### src/hw/rtl/jtae_pkg.sv
// ----------------------------------------------------------------------------
// jtae_pkg
// Shared types, result codes and key tables for the title/abstract extractor.
// ----------------------------------------------------------------------------
package jtae_pkg;

    // default sizing
    localparam int MAX_ARTICLES_DEF   = 8;
    localparam int TITLE_LIMIT_DEF    = 128;
    localparam int ABSTRACT_LIMIT_DEF = 256;

    // results one byte can cause at most
    localparam int MAX_RESULTS = 3;

    // key matcher position width
    localparam int MATCH_W = 4;

    // result kinds
    localparam logic [1:0] KIND_CHAR    = 2'd0;
    localparam logic [1:0] KIND_DONE    = 2'd1;
    localparam logic [1:0] KIND_ABORT   = 2'd2;
    localparam logic [1:0] KIND_SUMMARY = 2'd3;

    // special bytes
    localparam logic [7:0] CH_QUOTE = 8'h22;
    localparam logic [7:0] CH_COLON = 8'h3a;
    localparam logic [7:0] CH_SPACE = 8'h20;
    localparam logic [7:0] CH_TAB   = 8'h09;
    localparam logic [7:0] CH_LF    = 8'h0a;
    localparam logic [7:0] CH_CR    = 8'h0d;

    // key lengths including both quotes
    localparam logic [MATCH_W-1:0] TITLE_KEY_LEN    = 4'd7;
    localparam logic [MATCH_W-1:0] ABSTRACT_KEY_LEN = 4'd10;

    typedef struct packed {
        logic [7:0] in_byte;
        logic       end_of_buffer;
    } in_beat_t;

    typedef struct packed {
        logic [1:0] result_kind;
        logic [7:0] char_code;
        logic       is_abstract;
        logic [2:0] article_index;
        logic [3:0] article_count;
        logic       last_of_run;
    } out_beat_t;

    // all results of one byte
    typedef struct packed {
        out_beat_t [MAX_RESULTS-1:0] beat;
        logic [1:0]                  count;
    } step_t;

    // byte expected at a key position
    function automatic logic [7:0] key_char(input logic is_abs, input logic [MATCH_W-1:0] pos);
        logic [7:0] ch;
        ch = CH_QUOTE;
        if (!is_abs)
        begin
            case (pos)
                4'd1:    ch = "t";
                4'd2:    ch = "i";
                4'd3:    ch = "t";
                4'd4:    ch = "l";
                4'd5:    ch = "e";
                default: ch = CH_QUOTE;
            endcase
        end
        else
        begin
            case (pos)
                4'd1:    ch = "a";
                4'd2:    ch = "b";
                4'd3:    ch = "s";
                4'd4:    ch = "t";
                4'd5:    ch = "r";
                4'd6:    ch = "a";
                4'd7:    ch = "c";
                4'd8:    ch = "t";
                default: ch = CH_QUOTE;
            endcase
        end
        return ch;
    endfunction

    function automatic logic is_alnum(input logic [7:0] b);
        return (b >= "A" && b <= "Z") || (b >= "a" && b <= "z") || (b >= "0" && b <= "9");
    endfunction

    function automatic logic is_ws(input logic [7:0] b);
        return b == CH_SPACE || b == CH_LF || b == CH_TAB || b == CH_CR;
    endfunction

endpackage

### src/hw/rtl/jtae_parser.sv
// ----------------------------------------------------------------------------
// jtae_parser
// Parse state and per-byte step: key match, colon/skip/copy, text cleaning.
// ----------------------------------------------------------------------------
module jtae_parser #(
    parameter int MAX_ARTICLES   = jtae_pkg::MAX_ARTICLES_DEF,
    parameter int TITLE_LIMIT    = jtae_pkg::TITLE_LIMIT_DEF,
    parameter int ABSTRACT_LIMIT = jtae_pkg::ABSTRACT_LIMIT_DEF
) (
    input  logic               clk,
    input  logic               rst_n,
    input  logic               advance,
    input  jtae_pkg::in_beat_t in_beat,
    output jtae_pkg::step_t    step
);
    import jtae_pkg::*;

    localparam int MAX_LIMIT = (ABSTRACT_LIMIT > TITLE_LIMIT) ? ABSTRACT_LIMIT : TITLE_LIMIT;
    localparam int LEN_W     = $clog2(MAX_LIMIT);
    localparam int CNT_W     = $clog2(MAX_ARTICLES + 1);

    typedef enum logic [8:0] {
        ST_TKEY   = 9'b000000001,
        ST_TCOLON = 9'b000000010,
        ST_TSKIP  = 9'b000000100,
        ST_TCOPY  = 9'b000001000,
        ST_AKEY   = 9'b000010000,
        ST_ACOLON = 9'b000100000,
        ST_ASKIP  = 9'b001000000,
        ST_ACOPY  = 9'b010000000,
        ST_STOP   = 9'b100000000
    } phase_t;

    phase_t             phase_reg, phase_next;
    logic [MATCH_W-1:0] match_reg, match_next;
    logic [LEN_W-1:0]   len_reg, len_next;
    logic               lead_reg, lead_next;
    logic               space_reg, space_next;
    logic [CNT_W-1:0]   done_reg, done_next;

    function automatic out_beat_t mk(input logic [1:0] kind, input logic [7:0] ch,
                                     input logic is_abs, input logic [CNT_W-1:0] idx,
                                     input logic [CNT_W-1:0] cnt);
        out_beat_t r;
        r.result_kind   = kind;
        r.char_code     = ch;
        r.is_abstract   = is_abs;
        r.article_index = 3'(idx);
        r.article_count = 4'(cnt);
        r.last_of_run   = 1'b0;
        return r;
    endfunction

    // next state and results of the held byte
    always_comb
    begin
        logic [7:0]         b;
        logic               abs;
        logic               chars;
        logic [1:0]         n;
        logic [MATCH_W-1:0] mp;
        logic [MATCH_W-1:0] klen;
        logic [LEN_W-1:0]   lim;
        logic               is_skip;

        b          = in_beat.in_byte;
        phase_next = phase_reg;
        match_next = match_reg;
        len_next   = len_reg;
        lead_next  = lead_reg;
        space_next = space_reg;
        done_next  = done_reg;
        step       = '0;
        chars      = 1'b0;
        n          = 2'd0;
        abs        = (phase_reg == ST_AKEY) || (phase_reg == ST_ACOLON) ||
                     (phase_reg == ST_ASKIP) || (phase_reg == ST_ACOPY);
        mp         = '0;
        klen       = abs ? ABSTRACT_KEY_LEN : TITLE_KEY_LEN;
        lim        = abs ? LEN_W'(ABSTRACT_LIMIT - 1) : LEN_W'(TITLE_LIMIT - 1);
        is_skip    = (phase_reg == ST_TSKIP) || (phase_reg == ST_ASKIP);

        unique case (phase_reg)
            ST_TKEY, ST_AKEY:
            begin
                mp = (match_reg >= klen) ? '0 : match_reg;
                if (b == key_char(abs, mp))
                    mp = mp + 4'd1;
                else
                    mp = (b == CH_QUOTE) ? 4'd1 : 4'd0;
                if (mp == klen)
                begin
                    mp         = '0;
                    phase_next = abs ? ST_ACOLON : ST_TCOLON;
                end
                match_next = mp;
            end
            ST_TCOLON, ST_ACOLON:
            begin
                if (b == CH_COLON)
                    phase_next = abs ? ST_ASKIP : ST_TSKIP;
            end
            ST_TSKIP, ST_ASKIP, ST_TCOPY, ST_ACOPY:
            begin
                if (is_skip && (b == CH_SPACE || b == CH_QUOTE))
                begin
                    // still skipping value lead-in
                end
                else if (!is_skip && b == CH_QUOTE)
                begin
                    // closing quote ends the field and opens the next key
                    step.beat[n] = mk(KIND_DONE, 8'd0, abs, done_reg, '0);
                    n            = n + 2'd1;
                    len_next     = '0;
                    lead_next    = 1'b1;
                    space_next   = 1'b0;
                    match_next   = 4'd1;
                    if (!abs)
                        phase_next = ST_AKEY;
                    else
                    begin
                        if (done_reg < CNT_W'(MAX_ARTICLES))
                            done_next = done_reg + 1'b1;
                        phase_next = (done_next >= CNT_W'(MAX_ARTICLES)) ? ST_STOP : ST_TKEY;
                    end
                end
                else
                begin
                    phase_next = abs ? ST_ACOPY : ST_TCOPY;
                    if (len_reg < lim)
                    begin
                        len_next = len_reg + 1'b1;
                        if (lead_reg && b == CH_SPACE)
                        begin
                            // leading space dropped
                        end
                        else
                        begin
                            lead_next = 1'b0;
                            if (is_alnum(b))
                            begin
                                if (space_reg)
                                begin
                                    step.beat[n] = mk(KIND_CHAR, CH_SPACE, abs, done_reg, '0);
                                    n            = n + 2'd1;
                                end
                                step.beat[n] = mk(KIND_CHAR, b, abs, done_reg, '0);
                                n            = n + 2'd1;
                                space_next   = 1'b0;
                                chars        = 1'b1;
                            end
                            else if (is_ws(b))
                                space_next = 1'b1;
                        end
                    end
                end
            end
            ST_STOP:
            begin
                // article limit reached, bytes ignored
            end
            default:
            begin
                phase_next = ST_TKEY;
            end
        endcase

        // end of buffer: abort an open field, then summary and restart
        if (in_beat.end_of_buffer)
        begin
            if (phase_next != ST_TKEY && phase_next != ST_STOP)
            begin
                if (chars)
                    n = 2'd0;
                step.beat[n] = mk(KIND_ABORT, 8'd0,
                                  (phase_next == ST_AKEY) || (phase_next == ST_ACOLON) ||
                                  (phase_next == ST_ASKIP) || (phase_next == ST_ACOPY),
                                  done_next, '0);
                n            = n + 2'd1;
            end
            step.beat[n] = mk(KIND_SUMMARY, 8'd0, 1'b0, '0, done_next);
            n            = n + 2'd1;
            phase_next   = ST_TKEY;
            match_next   = '0;
            len_next     = '0;
            lead_next    = 1'b1;
            space_next   = 1'b0;
            done_next    = '0;
        end

        if (n != 2'd0)
            step.beat[n - 2'd1].last_of_run = 1'b1;
        step.count = n;
    end

    // parse state registers
    always_ff @(posedge clk or negedge rst_n)
    begin
        if (!rst_n)
        begin
            phase_reg <= ST_TKEY;
            match_reg <= '0;
            len_reg   <= '0;
            lead_reg  <= 1'b1;
            space_reg <= 1'b0;
            done_reg  <= '0;
        end
        else if (advance)
        begin
            phase_reg <= phase_next;
            match_reg <= match_next;
            len_reg   <= len_next;
            lead_reg  <= lead_next;
            space_reg <= space_next;
            done_reg  <= done_next;
        end
    end

endmodule

### src/hw/rtl/json_title_abstract_extractor.sv
// ----------------------------------------------------------------------------
// json_title_abstract_extractor
// Streams title and abstract text out of a raw JSON-like byte buffer.
// ----------------------------------------------------------------------------
// Path: a byte is held in the input register, its results in the result buffer.
// Throughput: one byte per cycle while each byte causes at most one result and
// out_ready is high; a byte causing more holds the input until the three-entry
// result buffer, draining one beat a cycle while out_ready is high, is down to
// its last beat. Reset: rst_n clears parse state, counters and buffer valid
// state at once; no clearing pass, the block takes bytes once reset is released.
module json_title_abstract_extractor #(
    parameter int MAX_ARTICLES   = jtae_pkg::MAX_ARTICLES_DEF,
    parameter int TITLE_LIMIT    = jtae_pkg::TITLE_LIMIT_DEF,
    parameter int ABSTRACT_LIMIT = jtae_pkg::ABSTRACT_LIMIT_DEF
) (
    input  logic                clk,
    input  logic                rst_n,
    input  logic                in_valid,
    output logic                in_ready,
    input  jtae_pkg::in_beat_t  in_data,
    output logic                out_valid,
    input  logic                out_ready,
    output jtae_pkg::out_beat_t out_data
);
    import jtae_pkg::*;

    logic      in_valid_reg;
    in_beat_t  in_data_reg;
    out_beat_t [MAX_RESULTS-1:0] buf_reg;
    logic [1:0] cnt_reg;
    logic       advance;
    logic       pop;
    step_t      step;

    // handshake
    assign out_valid = (cnt_reg != 2'd0);
    assign out_data  = buf_reg[0];
    assign pop       = out_valid && out_ready;
    assign advance   = in_valid_reg && ((cnt_reg == 2'd0) || (cnt_reg == 2'd1 && pop));
    assign in_ready  = !in_valid_reg || advance;

    jtae_parser #(
        .MAX_ARTICLES   (MAX_ARTICLES),
        .TITLE_LIMIT    (TITLE_LIMIT),
        .ABSTRACT_LIMIT (ABSTRACT_LIMIT)
    ) u_parser (
        .clk     (clk),
        .rst_n   (rst_n),
        .advance (advance),
        .in_beat (in_data_reg),
        .step    (step)
    );

    // input register
    always_ff @(posedge clk or negedge rst_n)
    begin
        if (!rst_n)
            in_valid_reg <= 1'b0;
        else if (in_ready)
            in_valid_reg <= in_valid;
    end

    always_ff @(posedge clk)
    begin
        if (in_valid && in_ready)
            in_data_reg <= in_data;
    end

    // result buffer count
    always_ff @(posedge clk or negedge rst_n)
    begin
        if (!rst_n)
            cnt_reg <= 2'd0;
        else if (advance && step.count != 2'd0)
            cnt_reg <= step.count;
        else if (pop)
            cnt_reg <= cnt_reg - 2'd1;
    end

    // result buffer payload, head beat in slot 0
    always_ff @(posedge clk)
    begin
        if (advance && step.count != 2'd0)
            buf_reg <= step.beat;
        else if (pop)
        begin
            buf_reg[0] <= buf_reg[1];
            buf_reg[1] <= buf_reg[2];
        end
    end

endmodule

### config.mk
export PLATFORM = sky130hd
export DESIGN_NAME = json_title_abstract_extractor
export DESIGN_NICKNAME = d
export VERILOG_FILES = /design/src/hw/rtl/jtae_pkg.sv /design/src/hw/rtl/jtae_parser.sv /design/src/hw/rtl/json_title_abstract_extractor.sv
export SDC_FILE = /design/constraint.sdc
export NUM_CORES = 1
export LEC_CHECK = 0
export ABC_AREA = 1
export BUFFER_PORTS_ARGS = -buffer_cell sky130_fd_sc_hd__buf_2
export CAP_MARGIN = 30
export CELL_PAD_IN_SITES_DETAIL_PLACEMENT = 1
export CELL_PAD_IN_SITES_GLOBAL_PLACEMENT = 1
export CORE_MARGIN = 3
export CORE_UTILIZATION = 43
export CTS_BUF_LIST = sky130_fd_sc_hd__clkbuf_8
export DETAILED_ROUTE_END_ITERATION = 10
export PLACE_DENSITY = 0.83
export SKIP_CTS_REPAIR_TIMING = 1
export SYNTH_ARGS = -nofsm -noshare
export SYNTH_HDL_FRONTEND = slang
export SYNTH_SLANG_ARGS = --single-unit
### constraint.sdc
create_clock -name clk -period 6.3 [get_ports clk]
set_clock_uncertainty 0.15 [all_clocks]
set_input_delay 0.315 -clock clk [delete_from_list [all_inputs] [get_ports clk]]
set_output_delay 0.315 -clock clk [all_outputs]
set_load 0.01 [all_outputs]
-- Yosys cells after proc, flatten, opt, wreduce, memory -nomap -nowiden
Memory sizes are Yosys's and may differ from the RTL's.
Index checks and enable logic that the tools add are counted.
- memory bits (read-only): 80
- memories: 1
- output and inout bits: 21
- word-level logic and storage cells: 250
- flip-flop bits (word level): 96
- mux-type cells: 113
- equal/unequal tests: 33
- magnitude comparators: 18
- reductions and logical operators: 49
- add/subtract/negate cells: 8
- memories (memory ; depth ; bits a word ; read ports ; clocked after memory_dff ; write ports ; line ; RTL):
    (name not given) ; 16 ; 5 ; 1 ; 0 ; 0 ; jtae_pkg.sv:73 ; case (pos)
- operators by type and width (operator ; count):
    $mux W57 ; 9
    $bwmux W57 ; 4
    $mux W19 ; 10
    $demux W19 S2 ; 4
    $mux W38 ; 3
    $mux W4 ; 18
    $mux W8 ; 9
    $mux W9 ; 7
    $mux W2 ; 20
    $pmux W9 S4 ; 1
    $pmux W7 S4 ; 1
    $eq A8 B4 Y1 const B ; 3
    $eq A8 B6 Y1 const B ; 3
    $mux W1 ; 23
    $eq A9 B5 Y1 const B ; 2
    $eq A9 B6 Y1 const B ; 2
    $eq A9 B7 Y1 const B ; 2
    $eq A9 B8 Y1 const B ; 2
    $ge A8 B7 Y1 const B ; 2
    $le A8 B7 Y1 const B ; 2
    $logic_and A1 B1 Y1 ; 16
    $logic_or A1 B1 Y1 ; 15
    $mux W15 ; 1
    $lt A2 B3 Y1 const B ; 4
    40 further kinds ; 58

-- Longest topological paths before layout
Gate-level depths: netlist (run 1).
- word-level depth: 35
- mapped depth: 46
- gate-level depth less buffers: 44

-- By module
From an unflattened synthesis (run 1), not the netlist that was laid out.
- cell total of the unflattened synthesis: 788
- area, all modules: 6127.1 um2
- by module, submodules not included (module ; cells an instance ; times used ; area an instance (um2)):
    jtae_parser ; 545 ; 1 ; 3285.7
    json_title_abstract_extractor ; 243 ; 1 ; 2841.5

-- Least setup slack after synthesis (run 1)
OpenSTA, ideal clock, no wires.
- kind: flip-flop to flip-flop
- from: reg u_parser.phase_reg[1]
- to: reg buf_reg[19] (netlist bit), enable pin
- setup slack: 0.159 ns
- cell stages (with the launch flop): 38
- path buffers: 3
- data required time: 5.754 ns
- clock period less this slack: 6.141 ns
- arrival: 5.595 ns
- path through: dfrtp_1 > nor2_4 > nand2_2 > nor2_1 > nor2_1 > nand2_2 > inv_2 > buf_6 > ha_1 > a21oi_2 > nand2_1 > nor2_1 > inv_1 > ha_1 > o31ai_1 > nand2_1 > nand2_1 > nand3_1 > [... 2 more ...] > nor2_4 > nand3_1 > nor2_1 > nand2_1 > nand2_2 > nand2_2 > nand2_4 > nand3_4 > inv_2 > nand2_1 > ha_1 > o21ai_1 > inv_1 > nand3_1 > nand2_2 > buf_6 > buf_6 > nand2_1
- word-level cells in the longest chain between the ends: 27
- elaborated cells on any way between the ends: 70
- those cells by class: add/sub: 3; order compare: 2; eq/ne: 18; mux: 31; reduce/logical: 15; memory: 1
- RTL lines (item ; line ; RTL):
    start, declared ; jtae_parser.sv:34 ; phase_t phase_reg, phase_next;
    start signal, assigned ; jtae_parser.sv:210 ; phase_reg <= phase_next;
    $eq A9 B5 Y1 / $eq A9 B6 Y1 (equally long branches) ; jtae_parser.sv:76, jtae_parser.sv:83 ;
    $logic_or A1 B1 Y1 (2 in a row) ; jtae_parser.sv:76 ; abs = (phase_reg == ST_AKEY) || (phase_reg == ST_ACOLON) ||
    $logic_or A1 B1 Y1 ; jtae_parser.sv:77 ; (phase_reg == ST_ASKIP) || (phase_reg == ST_ACOPY);
    $mux W4 ; jtae_parser.sv:79 ; klen = abs ? ABSTRACT_KEY_LEN : TITLE_KEY_LEN;
    $ge A4 B4 Y1 ; jtae_parser.sv:86 ; mp = (match_reg >= klen) ? '0 : match_reg;
    $mux W4 ; jtae_parser.sv:86 ;
    $eq A4 B1 Y1 / $eq A4 B2 Y1 (equally long branches) ; jtae_pkg.sv:62 ; case (pos)
    $reduce_or A2 Y1 (no line) ; n/a ;
    [... 10 more ...] ; n/a ;
    $logic_and A1 B1 Y1 ; jtae_parser.sv:171 ; if (phase_next != ST_TKEY && phase_next != ST_STOP)
    $mux W2 ; jtae_parser.sv:171 ;
    $mux W2 ; jtae_parser.sv:169 ; if (in_beat.end_of_buffer)
    $add A2 B1 Y2 ; jtae_parser.sv:182 ; n = n + 2'd1;
    $mux W2 * ; jtae_parser.sv:169 ;
    $reduce_bool A2 Y1 * ; json_title_abstract_extractor.sv:83 ; if (advance && step.count != 2'd0)
    $logic_and A1 B1 Y1 * ; json_title_abstract_extractor.sv:83 ;
    $reduce_bool A2 Y1 (no line) * ; n/a ;
    end signal, assigned ; json_title_abstract_extractor.sv:84 ; buf_reg <= step.beat;
    end, declared ; json_title_abstract_extractor.sv:29 ; out_beat_t [MAX_RESULTS-1:0] buf_reg;
Every way passes the cells marked *; elsewhere a longest branch is shown, timed or not. The select of a mux whose other input is x is not followed.
A chain may end at the register's enable or synchronous reset.

-- Worst setup path in the final report (run 1)
- from: reg u_parser.phase_reg[1]
- to: reg buf_reg[27] (netlist bit) (data pin)
- word-level cells in the longest chain between the ends: 31
- elaborated cells on any way between the ends: 103
- those cells by class: add/sub: 4; order compare: 6; eq/ne: 22; mux: 51; reduce/logical: 19; memory: 1
- RTL lines (item ; line ; RTL):
    $eq A9 B5 Y1 / $eq A9 B6 Y1 (equally long branches) ; jtae_parser.sv:76, jtae_parser.sv:83 ;
    $logic_or A1 B1 Y1 (2 in a row) ; jtae_parser.sv:76 ;
    $logic_or A1 B1 Y1 ; jtae_parser.sv:77 ;
    $mux W4 ; jtae_parser.sv:79 ;
    $ge A4 B4 Y1 ; jtae_parser.sv:86 ;
    $mux W4 ; jtae_parser.sv:86 ;
    $eq A4 B1 Y1 / $eq A4 B2 Y1 (equally long branches) ; jtae_pkg.sv:62 ;
    $reduce_or A2 Y1 (no line) ; n/a ;
    [... 14 more ...] ; n/a ;
    $logic_and A1 B1 Y1 (implied by the code) ; jtae_parser.sv:181 ; step.beat[n] = mk(KIND_SUMMARY, 8'd0, 1'b0, '0, done_next);
    $mux W19 (implied by the code) ; jtae_parser.sv:181 ;
    $demux W19 S2 ; n/a ;
    $bwmux W57 ; jtae_parser.sv:181 ;
    $mux W57 ; jtae_parser.sv:169 ;
    $bwmux W57 ; jtae_parser.sv:192 ; step.beat[n - 2'd1].last_of_run = 1'b1;
    $mux W57 ; jtae_parser.sv:191 ; if (n != 2'd0)
    $mux W38 * ; json_title_abstract_extractor.sv:83 ;
Marks and branches as above.

==> tab_implementation.tex, run 1 <==
\begin{tabular}{lr}
\hline
Metric & Value \\
\hline
\multicolumn{2}{l}{\textbf{Drt}} \\
\quad Wire per inst & 17.1 um \\
\quad DRT Wirelength & 16900 um \\
\quad Top routing layer in use & met4 \\
\quad Total DRC errors in the routed layout & 0 \\
\quad Metal-1 WL & 7620 um \\
\quad Amount of wire on met3 after detailed routing & 543 um \\
\quad Total via count in the routed design & 5436 \\
\quad Ratio of routed vias to standard cells & 5.47 \\
\quad Number of nets with antenna violations after detailed routing & 0 \\
\quad Wire length on met2 & 8210 um \\
\quad Initial drt markers & 412 \\
\quad First drt pass iteration count & 5 \\
\multicolumn{2}{l}{\textbf{Worst setup path}} \\
\quad Nature of the critical path endpoint & flip-flop \\
\quad Arrival time of data at the critical path endpoint & 5740 ps \\
\quad Kind of start point of the critical path & flip-flop \\
\quad Slowest cell on crit path & sky130\_fd\_sc\_hd\_\_dfrtp\_1 \\
\quad FF-to-FF path depth & 39 \\
\quad Critical Path Max Stage Delay & 470 ps \\
\quad Crit path from & u\_parser.phase\_reg[1] \\
\quad Largest delay contributor family on the critical path & simple AND/OR/NAND/NOR gates \\
\quad Launch instance of the worst register-to-register path & u\_parser.phase\_reg[1] \\
\quad Cell repeated most along the worst path & sky130\_fd\_sc\_hd\_\_nand2\_1 \\
\quad Count of cell instances traversed by the critical path & 39 \\
\quad Worst Path Max Fanout & 38 \\
\quad Crit path buf inv count & 5 \\
\quad Worst Setup Path Type & flip-flop to flip-flop \\
\quad Req. time, crit path & 6300 ps \\
\multicolumn{2}{l}{\textbf{Synthesis}} \\
\quad Share of synthesized area occupied by flip-flops and latches & 42.4\% \\
\quad Proportion of netlist area held by the largest area contributor & 29.6\% \\
\quad Total number of yosys warnings & 0 \\
\quad Number of instances in the synthesized netlist & 783 \\
\quad Number of enable-type register cells in the synthesized netlist & 58 \\
\quad Synth Flop Type & sky130\_fd\_sc\_hd\_\_edfxtp\_1 \\
\quad Cell types with the largest area share after synthesis & sky130\_fd\_sc\_hd\_\_edfxtp\_1, sky130\_fd\_sc\_hd\_\_nand2\_1, sky130\_fd\_sc\_hd\_\_dfrtp\_1 \\
\quad Post-Synthesis Cell Area & 5880 um2 \\
\quad Fraction of registers with async set or reset after synthesis & 34.1\% \\
\quad Synthesized area divided by synthesized cell count & 7.51 um2 \\
\quad Post-synth cell types & 45 \\
\quad Flop and latch count out of synthesis & 88 \\
\quad Dominant cell type by area after synthesis & sky130\_fd\_sc\_hd\_\_edfxtp\_1 \\
\multicolumn{2}{l}{\textbf{Floorplanning}} \\
\quad Horizontal extent of the die & 123 um \\
\quad DIE HEIGHT & 123 um \\
\quad Initial Utilization & 44.2\% \\
\quad Number of rows in the core area & 42 \\
\quad Area inside the core boundary & 13300 um2 \\
\quad Number of placed I/O pins & 34 \\
\quad Overall die area & 15100 um2 \\
\multicolumn{2}{l}{\textbf{Clock network}} \\
\quad CTS tree & built \\
\quad CTS clock-pin slew for the worst setup and hold paths & 90 ps \\
\quad Clock tree root buffer cell & sky130\_fd\_sc\_hd\_\_clkbuf\_8 \\
\quad Latest clock arrival within the worst-skew pair & 390 ps \\
\quad Maximum number of buffers from clock root to sink & 2 \\
\quad Number of buffers created by CTS & 9 \\
\quad CTS H-tree lvls & 3 \\
\quad Sink Count & 88 \\
\multicolumn{2}{l}{\textbf{Global routing}} \\
\quad Grt ovf & 0 \\
\quad Maximum number of pins on one net before global-route repair & 39 \\
\quad Global-route wire length before repair & 26600 um \\
\quad GR Util All Layers & 22.5\% \\
\quad Number of global-route vias before repair & 5355 \\
\quad Initial antenna violation count & 0 \\
\multicolumn{2}{l}{\textbf{STA}} \\
\quad Smallest hold slack & -4.05 ps \\
\quad Worst-case headroom to the max-slew limit & 51.7\% \\
\quad Final slew viol count & 0 \\
\quad Hold Violations, Final & 1 \\
\quad Total negative slack for setup checks & 0 ps \\
\quad Time the worst path needs with I/O delays and setup & 5740 ps \\
\quad Final count of negative-setup-slack endpoints & 0 \\
\quad Worst Tran Pin Value & 724 ps \\
\quad Share of the cycle needed by the critical path after routing & 91.1\% \\
\quad Achievable frequency & 0.174 GHz \\
\multicolumn{2}{l}{\textbf{Final layout}} \\
\quad P\&R area growth vs syn & 10.4\% \\
\quad Area occupied by multi-input gates & 2840 um2 \\
\quad Sequential standard cell area & 2500 um2 \\
\quad Share of post-route cells with drive strength above 1 & 12.0\% \\
\quad Filler-free cell count of the finished design & 993 \\
\quad Ant diodes & 0 \\
\quad Flip-flop count of the largest register, all copies and words added & 30 \\
\quad Fillers & 1692 \\
\quad Layout Nets & 843 \\
\multicolumn{2}{l}{\textbf{Power}} \\
\quad Maximum vdd ir drop & 0.116 mV \\
\quad Part of the total power dissipated in the clock network & 17.1\% \\
\quad Fraction of power spent switching nets & 41.0\% \\
\quad Overall power of the completed layout & 0.00216 W \\
\quad Internal power consumption & 0.00127 W \\
\quad Logic gate share of total power & 38.9\% \\
\quad Share of power burned in registers & 44.1\% \\
\quad Power spent charging and discharging nets & 0.000886 W \\
\quad LEAKAGE & 2.84 nW \\
\quad Power density over the cells & 332 nW/um2 \\
\multicolumn{2}{l}{\textbf{Status}} \\
\quad Violated checks & hold timing \\
\quad Status & finished with violations \\
\multicolumn{2}{l}{\textbf{Hold path}} \\
\quad Hold path startpoint & in\_valid \\
\quad Path category of the worst min-delay check & input pin to flip-flop \\
\quad Cell depth of the worst hold path & 3 \\
\multicolumn{2}{l}{\textbf{Placement}} \\
\quad Number of cells after detailed placement & 964 \\
\quad Total of buffers placed on input and output ports & 33 \\
\quad Placed wire-length estimate & 12600 um \\
\quad Weighted congestion reported at the end of routability-driven placement & 0.923 \\
\multicolumn{2}{l}{\textbf{Run}} \\
\quad Max Cap Violations & 0 \\
\hline
\end{tabular}
layout make-up:
class                      instances  area share (%)
multi-input combinational        557            43.8
sequential                        88            38.5
inverter                         104            6.09
timing repair buffer              52            5.65
tap                              176            3.39
clock buffer                       9            1.91
clock inverter                     7           0.732
cells in the mapped netlist, drive strengths merged (16+ instances only):
master / n
a21oi: 16
buf: 29
dfrtp: 28
edfxtp: 58
ha: 18
inv: 102
nand2: 210
nand3: 63
nand4: 27
nor2: 102
nor3: 18
o21ai: 56
metrics by stage:
stage	area [um2]	setup slack [ps]	hold slack (ps)	utilization, %
3_3_place_gp	6090	376	253	45.8
5_1_grt	6490	-7.80	33.9	48.8
3_5_place_dp	6090	-12.5	267	45.8
6_report	6490	562	-4.05	48.8
2_1_floorplan	5890	159	-131	-
4_1_cts	6260	-66.9	-163	47.1
logic make-up (layout without fill, tap and decap cells):
logic type      after synthesis  count (layout)  synth area share, %
simple gates                430             431                 32.2
buf+inv                     141             172                 10.9
compound gates              100             100                 9.89
flops                        88              88                 42.4
fa+ha+maj                    18              18                 3.83
xor+xnor                      4               4                0.596
other cells                   2               4                0.128
routing by layer:
| metal | vias up | GRT usage [%] |
|---|---|---|
| li1 | 2646 | - |
| met3 | 41 | 3.25 |
| met5 | - | 0 |
| met4 | 0 | 10.4 |
| met1 | 2643 | 29.0 |
| met2 | 106 | 37.4 |
placed cells by master (no fill, tap or decap), drive strengths merged, types with 2 or more instances in the layout:
| cell | n |
|---|---|
| ha | 18 |
| edfxtp | 58 |
| a41oi | 2 |
| buf | 41 |
| o2111ai | 2 |
| a21o | 2 |
| nor3 | 18 |
| a32o | 3 |
| inv | 105 |
| dlygate4sd3 | 10 |
| nand2 | 211 |
| xor2 | 4 |
| a211oi | 2 |
| clkinvlp | 3 |
| dfrtp | 28 |
| conb | 4 |
| nor2 | 102 |
| o31ai | 3 |
| o211ai | 3 |
| o21bai | 2 |
| nor4 | 7 |
| nand3 | 63 |
| clkinv | 3 |
| nand4 | 27 |
| o22ai | 6 |
| clkbuf | 10 |
| a21oi | 16 |
| dfstp | 2 |
| o21ai | 56 |
final timing paths:
| kind | end | slack (ps) |
|---|---|---|
| worst min register to register | buf_reg[24] | 370 |
| worst min-delay path | in_valid_reg | -4 |
| min in group asynchronous | u_parser.len_reg[0] | 350 |
| worst max-delay path | buf_reg[27] | 560 |
| max in group asynchronous | u_parser.phase_reg[6] | 5140 |
| worst max register to register | buf_reg[27] | 560 |
power groups by stage:
stage,registers (W),logic [W],clock network (W)
floorplan,0.000941,0.000628,0
global placement,0.000956,0.000748,0
detailed placement,0.000967,0.000783,0
CTS,0.000955,0.000787,0.000377
global route,0.000973,0.000936,0.000394
finish,0.000951,0.000839,0.000369
worst register-to-register path, delay by kind of cell (launching register included):
family                   cells  cell delay, ps
flip-flops                   1             470
AND/OR/NAND/NOR             29            3150
adder cells (fa/ha/maj)      3             830
buffers and inverters        5             540
AO/OA/AOI/OAI                2             380
Note: power is estimated with default switching activity, not from simulation.
==> run 2, diff against run 1 <==
--- a/config.mk
+++ b/config.mk
@@ -11,10 +11,11 @@
 export CELL_PAD_IN_SITES_DETAIL_PLACEMENT = 1
 export CELL_PAD_IN_SITES_GLOBAL_PLACEMENT = 1
 export CORE_MARGIN = 3
-export CORE_UTILIZATION = 43
-export CTS_BUF_LIST = sky130_fd_sc_hd__clkbuf_8
+export CORE_UTILIZATION = 41
+export CTS_BUF_LIST = sky130_fd_sc_hd__clkbuf_16
+export CTS_CLUSTER_SIZE = 20
 export DETAILED_ROUTE_END_ITERATION = 10
-export PLACE_DENSITY = 0.83
+export PLACE_DENSITY = 0.8
 export SKIP_CTS_REPAIR_TIMING = 1
 export SYNTH_ARGS = -nofsm -noshare
 export SYNTH_HDL_FRONTEND = slang
==> run 2 against run 1 <==
The flow now finishes without violations. Largest power group unchanged. Clock-buffer cell count unchanged. Power is 9.8% higher. Wire length increased by 6.8%. Critical endpoint is now out_data[7]. Largest cell class unchanged. Critical path depth decreased by 3.
==> tab_implementation.tex, run 2 (same netlist as run 1, synthesis figures left out) <==
\begin{tabular}{lr}
\hline
Metric & Value \\
\hline
\multicolumn{2}{l}{\textbf{Status}} \\
\quad Status & finished clean \\
\multicolumn{2}{l}{\textbf{STA}} \\
\quad Final count of negative-setup-slack endpoints & 0 (unchanged) \\
\quad Smallest hold slack & 26.3 ps (+30.3 ps) \\
\quad Hold Violations, Final & 0 (-1) \\
\quad Achievable frequency & 0.166 GHz (-4.7\%) \\
\quad Worst-case headroom to the max-slew limit & 51.4\% (-0.34 points) \\
\quad Share of the cycle needed by the critical path after routing & 95.6\% (+4.5 points) \\
\quad Time the worst path needs with I/O delays and setup & 6020 ps (+285 ps) \\
\quad Worst Tran Pin Value & 729 ps (+5.11 ps) \\
\quad Final slew viol count & 0 (unchanged) \\
\multicolumn{2}{l}{\textbf{Drt}} \\
\quad Initial drt markers & 362 (-12\%) \\
\quad First drt pass iteration count & 5 (unchanged) \\
\quad Total via count in the routed design & 5444 (+0.15\%) \\
\quad Total DRC errors in the routed layout & 0 (unchanged) \\
\quad Ratio of routed vias to standard cells & 5.45 (-0.45\%) \\
\quad Number of nets with antenna violations after detailed routing & 0 (unchanged) \\
\quad DRT Wirelength & 18100 um (+6.8\%) \\
\quad Wire per inst & 18.1 um (+6.2\%) \\
\multicolumn{2}{l}{\textbf{Floorplanning}} \\
\quad Number of rows in the core area & 43 (+2.4\%) \\
\quad DIE HEIGHT & 126 um (+2.3\%) \\
\quad Initial Utilization & 42.2\% (-2.0 points) \\
\quad Horizontal extent of the die & 126 um (+2.3\%) \\
\quad Overall die area & 15800 um2 (+4.6\%) \\
\quad Number of placed I/O pins & 34 (unchanged) \\
\quad Area inside the core boundary & 13900 um2 (+4.8\%) \\
\multicolumn{2}{l}{\textbf{Global routing}} \\
\quad Maximum number of pins on one net before global-route repair & 39 (unchanged) \\
\quad Grt ovf & 0 (unchanged) \\
\quad GR Util All Layers & 22.2\% (-0.24 points) \\
\quad Initial antenna violation count & 0 (unchanged) \\
\quad Number of global-route vias before repair & 5637 (+5.3\%) \\
\quad Global-route wire length before repair & 28500 um (+7.4\%) \\
\multicolumn{2}{l}{\textbf{Final layout}} \\
\quad Final design instance area without fill & 6650 um2 (+2.4\%) \\
\quad Share of post-route cells with drive strength above 1 & 12.5\% (+0.46 points) \\
\quad Layout Nets & 845 (+0.24\%) \\
\quad Filler-free cell count of the finished design & 999 (+0.60\%) \\
\quad P\&R area growth vs syn & 13.1\% \\
\quad Most common cell after layout, fill and taps aside & sky130\_fd\_sc\_hd\_\_nand2\_1 \\
\quad Flip-flop count of the largest register, all copies and words added & 30 (unchanged) \\
\quad Ant diodes & 0 (unchanged) \\
\quad Share of the core filled with cells in the final layout & 47.7\% (-1.1 points) \\
\quad Leading cell types in the layout, fill and taps excluded & sky130\_fd\_sc\_hd\_\_nand2\_1, sky130\_fd\_sc\_hd\_\_inv\_1, sky130\_fd\_sc\_hd\_\_nor2\_1 \\
\multicolumn{2}{l}{\textbf{Placement}} \\
\quad Number of cells after detailed placement & 968 (+0.41\%) \\
\quad Weighted congestion reported at the end of routability-driven placement & 0.911 (-1.3\%) \\
\quad Placed wire-length estimate & 12900 um (+2.5\%) \\
\quad Total of buffers placed on input and output ports & 33 (unchanged) \\
\quad Placed cell areas & 6090 um2 (about the same) \\
\multicolumn{2}{l}{\textbf{Clock network}} \\
\quad CTS tree & built \\
\quad Latest clock arrival within the worst-skew pair & 360 ps (-30 ps) \\
\quad Clock tree root buffer cell & sky130\_fd\_sc\_hd\_\_clkbuf\_16 \\
\quad Maximum number of buffers from clock root to sink & 2 (unchanged) \\
\quad Sink Count & 88 (unchanged) \\
\quad CTS H-tree lvls & 3 (unchanged) \\
\quad CTS clock-pin slew for the worst setup and hold paths & 70 ps (-20 ps) \\
\quad Number of buffers created by CTS & 9 (unchanged) \\
\multicolumn{2}{l}{\textbf{Worst setup path}} \\
\quad Largest delay contributor family on the critical path & simple AND/OR/NAND/NOR gates \\
\quad Critical Path Max Stage Delay & 460 ps (about the same) \\
\quad Worst Setup Path Type & flip-flop to flip-flop \\
\quad Kind of start point of the critical path & flip-flop \\
\quad Cell repeated most along the worst path & sky130\_fd\_sc\_hd\_\_nand2\_1 \\
\quad Nature of the critical path endpoint & flip-flop \\
\quad Arrival time of data at the critical path endpoint & 5940 ps (+200 ps) \\
\quad Worst Path Max Fanout & 19 (-50\%) \\
\quad Req. time, crit path & 6210 ps (-90 ps) \\
\quad Crit path buf inv count & 4 (-1) \\
\quad Slowest cell on crit path & sky130\_fd\_sc\_hd\_\_dfrtp\_1 \\
\multicolumn{2}{l}{\textbf{Power}} \\
\quad LEAKAGE & 2.93 nW (+3.2\%) \\
\quad Maximum vdd ir drop & 0.187 mV (+62\%) \\
\quad Power density over the cells & 357 nW/um2 (+7.2\%) \\
\multicolumn{2}{l}{\textbf{Run}} \\
\quad Max Cap Violations & 0 (unchanged) \\
\multicolumn{2}{l}{\textbf{Hold path}} \\
\quad Path category of the worst min-delay check & input pin to flip-flop \\
\hline
\end{tabular}
run 2: changes by cell type in the layout (fill, tap and decap cells not counted), sizes merged:
cell      delta
buf          +2
bufinv       +1
clkinv       +1
clkinvlp     -3
inv          +1
run 2: stage by stage:
step	setup WS [ps]	TNS, ps	total power, W
2_1_floorplan	159	0	0.00157
3_3_place_gp	213	0	0.00171
3_5_place_dp	-90.0	-495	0.00176
4_1_cts	-148	-2050	0.00232
5_1_grt	-237	-17290	0.00252
6_report	277	0	0.00237
run 2: final timing paths:
check,cells past startpoint,slack [ps],end,from
min in group asynchronous,2,410,u_parser.len_reg[1],rst_n
max in group asynchronous,2,5120,u_parser.space_reg,rst_n
setup / recovery,36,280,out_data[7],u_parser.phase_reg[6]
setup reg to reg,36,280,out_data[7],u_parser.phase_reg[6]
hold / removal,3,30,in_valid_reg,in_valid
hold reg to reg,2,370,out_data[6],buf_reg[25]
run 2: area by class of cell:
type,count,area [um2]
Multi-Input combinational cell,557,2850
Sequential cell,88,2490
Fill cell,1744,7290
Timing Repair Buffer,54,385
Inverter,104,395
Clock buffer,9,225
Clock inverter,7,70.1
Tap cell,180,225
run 2: worst min-delay path, delay by kind of cell:
kind | cells | cell delay [ps]
buffers and inverters | 1 | 70
and+or+nand+nor | 2 | 110
run 2: report_power, final:
group	internal, W	leakage (nW)	total [W]	switching [W]
Sequential	0.000877	0.968	0.000955	0.0000781
Clock	0.000309	0.152	0.000551	0.000242
Combinational	0.000261	1.81	0.000865	0.000604
run 2: metal layers:
metal | up-vias | GRT usage (%) | wire, um
li1 | 2648 | - | -
met2 | 109 | 38.1 | 9060
met4 | 0 | 8.20 | 469
met5 | - | 0 | 0
met1 | 2653 | 28.6 | 8000
met3 | 34 | 3.39 | 554
